$ cat config.mk
export PLATFORM = sky130hd
export DESIGN_NAME = drive_motion_controller
export DESIGN_NICKNAME = d
export VERILOG_FILES = /design/src/sv/dmc_pkg.sv /design/src/sv/dmc_step.sv /design/src/sv/drive_motion_controller.sv
export SDC_FILE = /design/constraint.sdc
export NUM_CORES = 1
export LEC_CHECK = 0
export CORE_MARGIN = 4
export CORE_UTILIZATION = 65
export CTS_BUF_LIST = sky130_fd_sc_hd__clkbuf_16
export CTS_CLUSTER_DIAMETER = 40
export DETAILED_ROUTE_END_ITERATION = 10
export DONT_BUFFER_PORTS = 1
export PLACE_DENSITY = 0.9
export SYNTH_ARGS = -nofsm -noshare
export SYNTH_HDL_FRONTEND = slang
export SYNTH_SLANG_ARGS = --single-unit
export TNS_END_PERCENT = 100
$ cat constraint.sdc
create_clock -name i_clk -period 9.3 [get_ports i_clk]
set_input_delay 1.86 -clock i_clk [delete_from_list [all_inputs] [get_ports i_clk]]
set_output_delay 1.86 -clock i_clk [all_outputs]
set_load 0.05 [all_outputs]
$ cat src/sv/dmc_pkg.sv
// shared types, codes and helper functions of the drive motion controller
`default_nettype none

package dmc_pkg;

    // command codes
    localparam logic [2:0] ACT_NONE  = 3'd0;
    localparam logic [2:0] ACT_STOP  = 3'd1;
    localparam logic [2:0] ACT_FWD   = 3'd2;
    localparam logic [2:0] ACT_BACK  = 3'd3;
    localparam logic [2:0] ACT_LEFT  = 3'd4;
    localparam logic [2:0] ACT_RIGHT = 3'd5;

    // motor direction codes
    localparam logic [1:0] DRV_STOP = 2'd0;
    localparam logic [1:0] DRV_FWD  = 2'd1;
    localparam logic [1:0] DRV_BACK = 2'd2;

    // motion modes
    localparam logic [3:0] M_STOPPED = 4'd0;
    localparam logic [3:0] M_TURN_L  = 4'd1;
    localparam logic [3:0] M_TURN_R  = 4'd2;
    localparam logic [3:0] M_FWD     = 4'd3;
    localparam logic [3:0] M_FWD_L   = 4'd4;
    localparam logic [3:0] M_FWD_R   = 4'd5;
    localparam logic [3:0] M_BACK    = 4'd6;
    localparam logic [3:0] M_BACK_L  = 4'd7;
    localparam logic [3:0] M_BACK_R  = 4'd8;

    // mode groups
    localparam logic [1:0] GRP_PLAIN = 2'd0;
    localparam logic [1:0] GRP_FWD   = 2'd1;
    localparam logic [1:0] GRP_BACK  = 2'd2;

    // configuration register indexes
    localparam logic [1:0] CFG_SPEED     = 2'd0;
    localparam logic [1:0] CFG_SAFE_DIST = 2'd1;
    localparam logic [1:0] CFG_TURN_TIME = 2'd2;

    localparam int CFG_DATA_W  = 16;
    localparam int CFG_INDEX_W = 2;
    localparam int SPEED_W     = 7;
    localparam int SAFE_DIST_W = 10;
    localparam int TURN_TIME_W = 16;
    localparam int DUTY_W      = 8;

    localparam logic [SPEED_W-1:0]     SPEED_MAX       = 7'd100;
    localparam logic [SPEED_W-1:0]     SPEED_RESET     = 7'd100;
    localparam logic [SAFE_DIST_W-1:0] SAFE_DIST_RESET = 10'd25;
    localparam logic [TURN_TIME_W-1:0] TURN_TIME_RESET = 16'd200;

    typedef struct packed {
        logic [3:0] mode;
        logic [1:0] left;
        logic [1:0] right;
    } t_motion;

    typedef struct packed {
        t_motion motion;
        logic    obstacle;
        logic    turn_started;
    } t_step_res;

    function automatic logic [1:0] mode_group(input logic [3:0] m);
        logic [1:0] g;
        if (m >= M_BACK) begin
            g = GRP_BACK;
        end else if (m >= M_FWD) begin
            g = GRP_FWD;
        end else begin
            g = GRP_PLAIN;
        end
        return g;
    endfunction

    // percent * 255 / 100, the division done as * 5243 >> 19 (exact below 43690)
    function automatic logic [DUTY_W-1:0] duty_of(input logic [SPEED_W-1:0] pct);
        logic [14:0] scaled;
        logic [27:0] prod;
        scaled = 15'({8'd0, pct} * 15'd255);
        prod   = 28'({13'd0, scaled} * 28'd5243);
        return prod[26:19];
    endfunction

endpackage

`default_nettype wire

$ cat src/sv/dmc_step.sv
// combinational control step: obstacle check, turn expiry and command decode
`default_nettype none

module dmc_step
    import dmc_pkg::*;
#(
    parameter int TICK_WIDTH     = 16,
    parameter int DISTANCE_WIDTH = 10
) (
    input  wire logic [2:0]                i_action,
    input  wire logic [DISTANCE_WIDTH-1:0] i_distance_cm,
    input  wire logic [TICK_WIDTH-1:0]     i_tick_now,
    input  wire t_motion                   i_motion,
    input  wire logic [TICK_WIDTH-1:0]     i_turn_start,
    input  wire logic [SAFE_DIST_W-1:0]    i_safe_distance,
    input  wire logic [TURN_TIME_W-1:0]    i_turn_time,
    output t_step_res                      o_res
);

    localparam int DIST_CMP_W = (DISTANCE_WIDTH > SAFE_DIST_W) ? DISTANCE_WIDTH : SAFE_DIST_W;
    localparam int TICK_CMP_W = (TICK_WIDTH > TURN_TIME_W) ? TICK_WIDTH : TURN_TIME_W;

    logic [2:0]            act;
    logic                  near;
    logic [TICK_WIDTH-1:0] elapsed;
    logic                  expired;
    t_motion               m_obs;
    t_motion               m_exp;
    t_motion               m_cmd;
    logic                  obstacle;
    logic                  turned;

    assign near    = DIST_CMP_W'(i_distance_cm) < DIST_CMP_W'(i_safe_distance);
    assign elapsed = i_tick_now - i_turn_start;
    assign expired = TICK_CMP_W'(elapsed) > TICK_CMP_W'(i_turn_time);

    always_comb begin
        // unused codes act as none
        act = (i_action > ACT_RIGHT) ? ACT_NONE : i_action;

        m_obs    = i_motion;
        obstacle = 1'b0;
        if (near) begin
            if (i_motion.mode == M_FWD) begin
                m_obs    = '{mode: M_STOPPED, left: DRV_STOP, right: DRV_STOP};
                obstacle = 1'b1;
            end
            if (act == ACT_FWD) begin
                act = ACT_NONE;
            end
        end

        m_exp = m_obs;
        if (m_obs.mode != M_STOPPED && m_obs.mode != M_FWD && m_obs.mode != M_BACK
            && expired) begin
            case (mode_group(m_obs.mode))
                GRP_FWD:  m_exp = '{mode: M_FWD, left: DRV_FWD, right: DRV_FWD};
                GRP_BACK: m_exp = '{mode: M_BACK, left: DRV_BACK, right: DRV_BACK};
                default:  m_exp = '{mode: M_STOPPED, left: DRV_STOP, right: DRV_STOP};
            endcase
        end

        m_cmd  = m_exp;
        turned = 1'b0;
        case (act)
            ACT_STOP: m_cmd = '{mode: M_STOPPED, left: DRV_STOP, right: DRV_STOP};
            ACT_FWD:  m_cmd = '{mode: M_FWD, left: DRV_FWD, right: DRV_FWD};
            ACT_BACK: m_cmd = '{mode: M_BACK, left: DRV_BACK, right: DRV_BACK};
            ACT_LEFT, ACT_RIGHT: begin
                turned = 1'b1;
                case (mode_group(m_exp.mode))
                    GRP_FWD: begin
                        if (act == ACT_LEFT) begin
                            m_cmd.left = DRV_STOP;
                            m_cmd.mode = M_FWD_L;
                        end else begin
                            m_cmd.right = DRV_STOP;
                            m_cmd.mode  = M_FWD_R;
                        end
                    end
                    GRP_BACK: begin
                        if (act == ACT_LEFT) begin
                            m_cmd.left = DRV_STOP;
                            m_cmd.mode = M_BACK_L;
                        end else begin
                            m_cmd.right = DRV_STOP;
                            m_cmd.mode  = M_BACK_R;
                        end
                    end
                    default: begin
                        if (act == ACT_LEFT) begin
                            m_cmd = '{mode: M_TURN_L, left: DRV_BACK, right: DRV_FWD};
                        end else begin
                            m_cmd = '{mode: M_TURN_R, left: DRV_FWD, right: DRV_BACK};
                        end
                    end
                endcase
            end
            default: m_cmd = m_exp;
        endcase

        o_res.motion       = m_cmd;
        o_res.obstacle     = obstacle;
        o_res.turn_started = turned;
    end

endmodule

`default_nettype wire

$ cat src/sv/drive_motion_controller.sv
// top level of the drive motion controller: request registers, state and result register
`default_nettype none

// One request is one control step and gives one result. A request is taken into an input
// register, passes one stage of decision logic that also updates the motion state, and lands
// in the result register once that is free. A new request can be taken every clock
// cycle; the rate is one request per cycle while the result register is drained.
// Configuration writes are taken at once and should be made while no request is in flight.
module drive_motion_controller
    import dmc_pkg::*;
#(
    parameter int TICK_WIDTH     = 16,
    parameter int DISTANCE_WIDTH = 10
) (
    input  wire logic                   i_clk,
    input  wire logic                   i_rst_n,
    // request: action [2:0], distance_cm, tick_now, zero padding
    input  wire logic [((3 + DISTANCE_WIDTH + TICK_WIDTH + 7) / 8) * 8 - 1:0] i_s_axis_tdata,
    input  wire logic                   i_s_axis_tvalid,
    output logic                        o_s_axis_tready,
    // result: left_drive [1:0], right_drive [3:2], motion_mode [7:4], obstacle_stop [8],
    // pwm_duty [16:9], zero padding [23:17]
    output logic [23:0]                 o_m_axis_tdata,
    output logic                        o_m_axis_tvalid,
    input  wire logic                   i_m_axis_tready,
    input  wire logic                   i_cfg_we,
    input  wire logic [CFG_INDEX_W-1:0] i_cfg_index,
    input  wire logic [CFG_DATA_W-1:0]  i_cfg_data
);

    localparam int OUT_USED_W = 2 + 2 + 4 + 1 + DUTY_W;

    // configuration
    logic [SPEED_W-1:0]     r_speed;
    logic [SAFE_DIST_W-1:0] r_safe_dist;
    logic [TURN_TIME_W-1:0] r_turn_time;

    always_ff @(posedge i_clk) begin
        if (!i_rst_n) begin
            r_speed     <= SPEED_RESET;
            r_safe_dist <= SAFE_DIST_RESET;
            r_turn_time <= TURN_TIME_RESET;
        end else if (i_cfg_we) begin
            case (i_cfg_index)
                CFG_SPEED: begin
                    r_speed <= (i_cfg_data > CFG_DATA_W'(SPEED_MAX)) ? SPEED_MAX
                                                                      : i_cfg_data[SPEED_W-1:0];
                end
                CFG_SAFE_DIST: r_safe_dist <= i_cfg_data[SAFE_DIST_W-1:0];
                CFG_TURN_TIME: r_turn_time <= i_cfg_data[TURN_TIME_W-1:0];
                default: ;
            endcase
        end
    end

    // input register
    logic                      r_in_valid;
    logic [2:0]                r_in_action;
    logic [DISTANCE_WIDTH-1:0] r_in_dist;
    logic [TICK_WIDTH-1:0]     r_in_tick;
    logic                      advance;
    logic                      in_take;

    assign advance         = r_in_valid && (!o_m_axis_tvalid || i_m_axis_tready);
    assign o_s_axis_tready = !r_in_valid || advance;
    assign in_take         = i_s_axis_tvalid && o_s_axis_tready;

    always_ff @(posedge i_clk) begin
        if (!i_rst_n) begin
            r_in_valid <= 1'b0;
        end else if (o_s_axis_tready) begin
            r_in_valid <= i_s_axis_tvalid;
        end
    end

    always_ff @(posedge i_clk) begin
        if (in_take) begin
            r_in_action <= i_s_axis_tdata[2:0];
            r_in_dist   <= i_s_axis_tdata[3 +: DISTANCE_WIDTH];
            r_in_tick   <= i_s_axis_tdata[3 + DISTANCE_WIDTH +: TICK_WIDTH];
        end
    end

    // motion state
    t_motion               r_motion;
    logic [TICK_WIDTH-1:0] r_turn_start;
    t_step_res             step_res;

    dmc_step #(
        .TICK_WIDTH     (TICK_WIDTH),
        .DISTANCE_WIDTH (DISTANCE_WIDTH)
    ) u_step (
        .i_action        (r_in_action),
        .i_distance_cm   (r_in_dist),
        .i_tick_now      (r_in_tick),
        .i_motion        (r_motion),
        .i_turn_start    (r_turn_start),
        .i_safe_distance (r_safe_dist),
        .i_turn_time     (r_turn_time),
        .o_res           (step_res)
    );

    always_ff @(posedge i_clk) begin
        if (!i_rst_n) begin
            r_motion     <= '{mode: M_STOPPED, left: DRV_STOP, right: DRV_STOP};
            r_turn_start <= '0;
        end else if (advance) begin
            r_motion <= step_res.motion;
            if (step_res.turn_started) begin
                r_turn_start <= r_in_tick;
            end
        end
    end

    // result register
    logic                  r_out_valid;
    logic [OUT_USED_W-1:0] r_out_data;

    always_ff @(posedge i_clk) begin
        if (!i_rst_n) begin
            r_out_valid <= 1'b0;
        end else if (advance) begin
            r_out_valid <= 1'b1;
        end else if (i_m_axis_tready) begin
            r_out_valid <= 1'b0;
        end
    end

    always_ff @(posedge i_clk) begin
        if (advance) begin
            r_out_data <= {duty_of(r_speed), step_res.obstacle, step_res.motion.mode,
                           step_res.motion.right, step_res.motion.left};
        end
    end

    assign o_m_axis_tvalid = r_out_valid;
    assign o_m_axis_tdata  = {(24 - OUT_USED_W)'(0), r_out_data};

endmodule

`default_nettype wire

==> parameters.txt, run 1 <==
Parameter                              Value

Worst setup path
  Maximum single-stage delay on the critical path    between 500 and 600 ps
  Type of destination of the critical path    flop
  Cell with the largest stage delay on the worst path    sky130_fd_sc_hd__fa_1
  Arrival time reported for the critical path endpoint    roughly 9000 ps
  Cell count of the worst reg-to-reg path    32
  WS Path Type    reg2reg
  Maximum fanout count along the critical path    6
  Required time of the critical path    9400 ps
  Startpoint types    flop

Synth
  Cell variety after synth    69
  Portion of synthesized cell area occupied by the leading cell type    0.213
  Cells taking the most area after synthesis    sky130_fd_sc_hd__ha_1, sky130_fd_sc_hd__fa_1, sky130_fd_sc_hd__edfxtp_1, sky130_fd_sc_hd__dfxtp_1, sky130_fd_sc_hd__inv_1
  Prevailing post-synth register cell    sky130_fd_sc_hd__dfxtp_1
  Sequential cell area fraction in the yosys report    0.252
  Total of flip-flops plus latches after synthesis    ~110
  Mapped Cells    around 1100
  Average size of a mapped cell    ~9.3 um2
  Number of enable flip-flop cells after synthesis    46
  Fraction of synthesis flops using an asynchronous set or reset pin    0
  Synthesis Warnings    0
  Top cell type by total area after synthesis    sky130_fd_sc_hd__ha_1
  Netlist area before placement    0.0102 mm2

Placed design
  Global placer's final weighted congestion    around 0.89
  Port Buffers    0
  Worst-case setup slack after placement    between 100 and 150 ps
  Placed cell count    between 1000 and 1500
  Post-DP HPWL    ~17000 um

STA
  Worst relative slew slack    0.296
  Final hold viol count    0
  Minimum setup slack in the final design    432 ps
  F_max    about 110 MHz
  Post-route worst hold slack    between 400 and 500 ps
  Worst-margin pin slew    ~1100 ps
  Unrepaired setup endpoints after global routing    false
  Final critical delay including setup and external delays    slightly below 9000 ps
  Final TNS setup    0 ps
  Final number of setup-violating endpoints    0
  Slew Limit Fails    0
  Share of the clock period used by the worst path after layout    0.954
  Worst Skew    between 7 and 8 ps

Pwr
  Combinational group share of total power    0.197
  Fraction of power consumed by the clock network    0.319
  Part of the total power dissipated in sequential elements    0.484
  Switching Fraction    0.300
  Maximum vdd drop    between 0.0001 and 0.00015 V
  Internal power component    0.000787 W
  Lkg Pwr    4.84 nW
  Power per Cell Area    roughly 110 mW/mm2
  Switching Power    about 0.00034 W

Final layout
  Sequential cell area    around 0.0026 mm2
  Net total in the final layout    ~1400
  Non-filler instance count after layout    around 1300
  Fillers    between 1000 and 1500
  Growth of design area from synthesis to finish    5.41%
  Layout cell share with drive strength beyond 1    0.0449
  Area of combinational cells with multiple inputs    0.00673 mm2
  Diode insertion count for antenna repair    0

Floorplan
  Width of the die    approximately 130 um
  Initial cell density of the core    0.666
  Count of boundary I/O pins    81
  Vertical extent of the die    around 130 um
  Die area    around 0.018 mm2
  Floorplan row count    45
  Core box area    0.0153 mm2

Clock tree
  Level count of the clock H-tree    3
  CTS sink count    roughly 110
  Setup Buffers After CTS    0
  CTS buffer count    9
  Clock latency reported for the late side of the worst-skew pair    approximately 350 ps
  Maximum clock insertion buffer count    2
  CTS clock-pin slew for the worst setup and hold paths    70 ps
  Clock tree from TritonCTS    done
  CTS Root Buffer Type    sky130_fd_sc_hd__clkbuf_16

Detailed routing
  Length of the first detailed-routing pass in iterations    5
  Total via count after detailed routing    approximately 7400
  Number of antenna-violating nets in the routed design    0
  Post-Route WL    approximately 21000 um
  Avg WL per Cell    ~16 um
  Initial DRC Count    roughly 470
  Vias per std cell    approximately 5.7
  Post-detailed-route DRC marker count    0

Global route
  Global-route wire length before repair    between 30000 and 40000 um
  Largest net degree at the start of global routing    30
  Overflow left after global routing    0
  GRT Total Usage    0.239
  Number of global-route vias before repair    just under 8000
  Number of antenna violations at the first check in global routing    0

Run status
  Outcome    complete, no violations

Worst hold path
  Class of the tightest hold or removal check    reg2reg
  Cells on Worst Hold Path    2

Flow run
  Max-cap check violation count    0
## worst max-delay path, delay by kind of cell, from the launching register on
| family | cells | cell delay [ps] |
|---|---|---|
| compound gates | 8 | 1530 |
| simple gates | 3 | 740 |
| fa+ha+maj | 11 | 5020 |
| flops | 1 | 420 |
| xor+xnor | 1 | 160 |
| buf+inv | 9 | 730 |
## sequential cells by signal, summed over array words and instances, names as in the netlist
| name | flops |
|---|---|
| o_m_axis_tvalid | 1 |
| r_motion | 8 |
| r_safe_dist | 10 |
| r_speed | 7 |
| r_in_action | 3 |
| r_in_dist | 10 |
| r_turn_start | 16 |
| r_out_data | 17 |
| r_in_valid | 1 |
| r_turn_time | 16 |
| r_in_tick | 16 |
## metal layers
| metal | up-vias | wire (um) | GRT usage |
|---|---|---|---|
| met1 | 3576 | 8640 | 0.298 |
| li1 | 3583 | - | - |
| met2 | 224 | 10300 | 0.423 |
| met4 | 0 | 378 | 0.0583 |
| met5 | - | 0 | 0 |
| met3 | 44 | 1400 | 0.0536 |
## logic make-up (layout without fill, tap and decap cells)
| family | after synthesis | after routing | share of synthesized area |
|---|---|---|---|
| AOI/OAI and AO/OA | 191 | 191 | 0.123 |
| xor gates and xnor gates | 48 | 48 | 0.0429 |
| adders and majority gates | 256 | 256 | 0.377 |
| buffers and inverters | 241 | 239 | 0.0919 |
| DFF | 105 | 105 | 0.252 |
| muxes | 4 | 4 | 0.00407 |
| other | 1 | 7 | 0.000369 |
| and+or+nand+nor | 242 | 242 | 0.109 |
## final timing paths
kind,from,endpoint,slack [ps]
max,r_speed[1],r_out_data[14],430
max reg2reg,r_speed[1],r_out_data[14],430
min reg2reg,r_turn_start[12],r_turn_start[12],460
min,r_turn_start[12],r_turn_start[12],460
## what timing repair did
| item | in CTS | in global routing |
|---|---|---|
| hold buffers | 0 | 0 |
| gates resized for setup | 0 | 9 |
| setup endpoints to repair | 0 | 6 |
## area by class of cell
class / instances / area share
Multi-Input combinational cell: 748 / 0.629
Sequential cell: 105 / 0.240
Inverter: 216 / 0.0757
Tap cell: 211 / 0.0247
Clock buffer: 9 / 0.0210
Clock inverter: 7 / 0.00526
Timing Repair Buffer: 7 / 0.00491
## metrics by stage
stage | power, W | cell area [um2] | utilization
final | 0.00112 | 10700 | 0.702
after global routing | 0.00118 | 10700 | 0.702
after CTS | 0.00112 | 10700 | 0.698
after detailed placement | 0.000769 | 10400 | 0.680
after global placement | 0.000759 | 10400 | 0.680
after floorplan | 0.000727 | 10200 | -
## synth_stat cells (7+ instances only)
cell type and instances:
sky130_fd_sc_hd__and2_1 7, sky130_fd_sc_hd__ha_1 173, sky130_fd_sc_hd__buf_4 7, sky130_fd_sc_hd__a21oi_1 79
sky130_fd_sc_hd__nand2_1 112, sky130_fd_sc_hd__xor2_1 9, sky130_fd_sc_hd__a21o_1 12, sky130_fd_sc_hd__nand3_1 25
sky130_fd_sc_hd__nor2_1 45, sky130_fd_sc_hd__inv_1 214, sky130_fd_sc_hd__edfxtp_1 46, sky130_fd_sc_hd__nor3_1 8
sky130_fd_sc_hd__and3_1 9, sky130_fd_sc_hd__fa_1 83, sky130_fd_sc_hd__dfxtp_1 59, sky130_fd_sc_hd__clkbuf_1 16
sky130_fd_sc_hd__xnor2_1 37, sky130_fd_sc_hd__o21ai_0 25, sky130_fd_sc_hd__o211ai_1 10
## power by group through the flow
| stage | sequential [W] | clock (W) | combinational (W) |
|---|---|---|---|
| 2_1_floorplan | 0.000548 | 0 | 0.000179 |
| 3_3_place_gp | 0.000553 | 0 | 0.000206 |
| 3_5_place_dp | 0.000554 | 0 | 0.000215 |
| 4_1_cts | 0.000543 | 0.000363 | 0.000219 |
| 5_1_grt | 0.000546 | 0.000385 | 0.000250 |
| 6_report | 0.000544 | 0.000359 | 0.000222 |
## layout by cell type (no fill, tap or decap), types with 4 or more instances in the layout
cell type                   synthesis  final
sky130_fd_sc_hd__conb_1             1      7
sky130_fd_sc_hd__o21a_1             6      6
sky130_fd_sc_hd__nand2_1          112    112
sky130_fd_sc_hd__a22oi_1            5      5
sky130_fd_sc_hd__xnor2_1           37     36
sky130_fd_sc_hd__a211oi_1           4      4
sky130_fd_sc_hd__and3_1             9      9
sky130_fd_sc_hd__o211ai_1          10     10
sky130_fd_sc_hd__nor3_1             8      8
sky130_fd_sc_hd__clkbuf_16          0      9
sky130_fd_sc_hd__ha_1             173    173
sky130_fd_sc_hd__xor2_1             9      7
sky130_fd_sc_hd__nor2_1            45     45
sky130_fd_sc_hd__and2_1             7      7
sky130_fd_sc_hd__a31oi_1            6      6
sky130_fd_sc_hd__nand3b_1           5      5
sky130_fd_sc_hd__o21ai_0           25     24
sky130_fd_sc_hd__inv_1            214    215
sky130_fd_sc_hd__nand2b_1           6      6
sky130_fd_sc_hd__a21oi_1           79     79
sky130_fd_sc_hd__fa_1              83     82
sky130_fd_sc_hd__a21o_1            12     12
sky130_fd_sc_hd__dfxtp_1           59     58
sky130_fd_sc_hd__nand3_1           25     25
sky130_fd_sc_hd__o21ai_1            3      4
sky130_fd_sc_hd__buf_4              7      7
sky130_fd_sc_hd__nor2b_1            6      6
sky130_fd_sc_hd__edfxtp_1          46     46
sky130_fd_sc_hd__nand4_1            6      6
sky130_fd_sc_hd__o22ai_1            5      5
(Power assumes the default switching activity.)
==> run 2: changes to the inputs <==
Settings changed: PLACE_DENSITY 0.9 to default, PLACE_DENSITY_LB_ADDON from default to 0.08.
==> parameters.txt, run 2 (synthesis results as in run 1) <==
Parameter                              Value

STA
  Share of the clock period used by the worst path after layout    0.945 (-0.00831)
  Final critical delay including setup and external delays    8790 ps (-77.3 ps)
  Final number of setup-violating endpoints    0 (unchanged)
  F_max    114 MHz (+0.88%)
  Worst relative slew slack    0.297 (+0.00146)
  Unrepaired setup endpoints after global routing    false
  Slew Limit Fails    0 (unchanged)
  Final TNS setup    0 ps (unchanged)
  Worst Skew    10.3 ps (+2.46 ps)
  Worst-margin pin slew    1050 ps (-2.19 ps)
  Final hold viol count    0 (unchanged)

Clock tree
  Clock latency reported for the late side of the worst-skew pair    350 ps (about the same)
  Maximum clock insertion buffer count    2 (unchanged)
  Clock tree from TritonCTS    done
  CTS clock-pin slew for the worst setup and hold paths    80 ps (about the same)
  Level count of the clock H-tree    3 (unchanged)
  Number of hold-repair buffers added at the cts stage    0 (unchanged)
  CTS sink count    105 (unchanged)
  CTS Root Buffer Type    sky130_fd_sc_hd__clkbuf_16
  CTS buffer count    9 (unchanged)

Worst hold path
  Cells on Worst Hold Path    2 (unchanged)
  Class of the tightest hold or removal check    reg2reg

Detailed routing
  Post-Route WL    19100 um (-8.0%)
  Length of the first detailed-routing pass in iterations    5 (unchanged)
  Post-detailed-route DRC marker count    0 (unchanged)
  Number of antenna-violating nets in the routed design    0 (unchanged)
  Vias per std cell    5.43 (-4.7%)
  Total via count after detailed routing    7108 (-4.3%)
  Avg WL per Cell    14.6 um (-8.3%)
  Initial DRC Count    407 (-13%)

Placed design
  Post-DP HPWL    16000 um (-5.5%)
  Area post-placement    0.0104 mm2 (+0.36%)
  Global placer's final weighted congestion    0.851 (-4.4%)
  Port Buffers    0 (unchanged)

Floorplan
  Width of the die    133 um (unchanged)
  Count of boundary I/O pins    81 (unchanged)
  Die area    0.0177 mm2 (unchanged)
  Initial cell density of the core    0.666 (unchanged)
  Core box area    0.0153 mm2 (unchanged)
  Floorplan row count    45 (unchanged)
  Vertical extent of the die    133 um (unchanged)

Worst setup path
  Type of destination of the critical path    flop
  Arrival time reported for the critical path endpoint    8890 ps (-80 ps)
  Most common cell type on the critical path    sky130_fd_sc_hd__fa_1
  Cell count of the worst reg-to-reg path    31 (-3.1%)
  Required time of the critical path    9400 ps (about the same)
  WS Path Type    reg2reg
  Maximum fanout count along the critical path    6 (unchanged)
  Cell with the largest stage delay on the worst path    sky130_fd_sc_hd__fa_1
  Maximum single-stage delay on the critical path    580 ps (about the same)
  Startpoint types    flop

Global route
  Number of global-route vias before repair    7003 (-9.8%)
  Largest net degree at the start of global routing    43 (+43%)
  Number of antenna violations at the first check in global routing    0 (unchanged)
  Global-route wire length before repair    32900 um (-5.9%)
  GRT Total Usage    0.227 (-0.0125)
  Overflow left after global routing    0 (unchanged)

Run status
  Outcome    complete, no violations

Pwr
  Part of the total power dissipated in sequential elements    0.486 (+0.002)
  Combinational group share of total power    0.189 (-0.008)
  Maximum vdd drop    0.0000935 V (-24%)
  Switching Fraction    0.297 (-0.00306)
  Lkg Pwr    4.85 nW (+0.35%)
  Fraction of power consumed by the clock network    0.324 (+0.005)
  Power per Cell Area    104 mW/mm2 (-0.53%)
  Switching Power    0.000332 W (-1.5%)
  Internal power component    0.000786 W (about the same)

Final layout
  Max FFs per register    17 (unchanged)
  Sequential cell area    0.00256 mm2 (about the same)
  Commonest non-fill, non-tap cell in the layout    sky130_fd_sc_hd__inv_1
  Growth of design area from synthesis to finish    5.46% (about the same)
  Register bank with the most flops    r_out_data
  Summed area of non-filler cells in the final layout    0.0107 mm2 (about the same)
  Diode insertion count for antenna repair    0 (unchanged)
  Layout cell share with drive strength beyond 1    0.0474 (+0.00253)
  Fillers    1210 (+16%)
  Net total in the final layout    1403 (+0.36%)
  Leading cell types in the layout, fill and taps excluded    sky130_fd_sc_hd__inv_1, sky130_fd_sc_hd__ha_1, sky130_fd_sc_hd__nand2_1
  Area of combinational cells with multiple inputs    0.00670 mm2 (-0.52%)

Flow run
  Max-cap check violation count    0 (unchanged)
==> run 2: cell count changes in the layout (fill, tap and decap cells not counted), sizes merged <==
cell	before	now
buf	7	12
==> run 2: per-layer routing <==
| metal | up-vias | track usage | part of all wire |
|---|---|---|---|
| met2 | 130 | 0.358 | 0.45 |
| li1 | 3601 | - | - |
| met5 | - | 0 | 0 |
| met4 | 0 | 0.0329 | 0.0064 |
| met3 | 13 | 0.0414 | 0.049 |
| met1 | 3364 | 0.335 | 0.50 |
==> run 2: per-stage QoR <==
step / hold slack (ps) / cells / utilization / setup slack (ps) / power, W
finish: 456 / 1308 / 0.702 / 510 / 0.00112
global route: 475 / 1308 / 0.702 / 12.5 / 0.00118
CTS: 458 / 1308 / 0.701 / 249 / 0.00113
detailed placement: 448 / 1292 / 0.682 / 303 / 0.000766
global placement: 442 / 1292 / 0.682 / 348 / 0.000761
floorplan: 433 / 1094 / - / 932 / 0.000727
==> run 2: final cells by class <==
type	count	share of cell area
Clock buffer	9	0.0210
Inverter	216	0.0757
Timing Repair Buffer	12	0.00841
Multi-Input combinational cell	748	0.625
Tap cell	211	0.0247
Clock inverter	7	0.00561
Sequential cell	105	0.239
==> run 2: path summary, 6_finish.rpt <==
path | from | endpoint | slack, ps
min | r_safe_dist[9] | r_safe_dist[9] | 460
min reg2reg | r_safe_dist[9] | r_safe_dist[9] | 460
max reg2reg | r_speed[1] | r_out_data[14] | 510
max | r_speed[1] | r_out_data[14] | 510
==> run 2: power by group through the flow <==
stage	combinational [W]	sequential, W	clock [W]
finish	0.000212	0.000544	0.000363
CTS	0.000213	0.000544	0.000373
detailed placement	0.000211	0.000554	0
global route	0.000245	0.000546	0.000392
global placement	0.000207	0.000554	0
floorplan	0.000179	0.000548	0
==> run 2: critical path: cells and delay by family (launching register included) <==
family                     cells  cell delay [ps]
and+or+nand+nor                6             1080
AOI/OAI and AO/OA              6             1230
DFF                            1              420
adders and majority gates     11             4830
buffers and inverters          6              440
xor gates and xnor gates       2              520
==> run 2: repair_timing <==
item / in CTS / in global routing
resized for setup: 0 / 2
setup endpoints to repair: 0 / 4
buffers inserted: 0 / 0
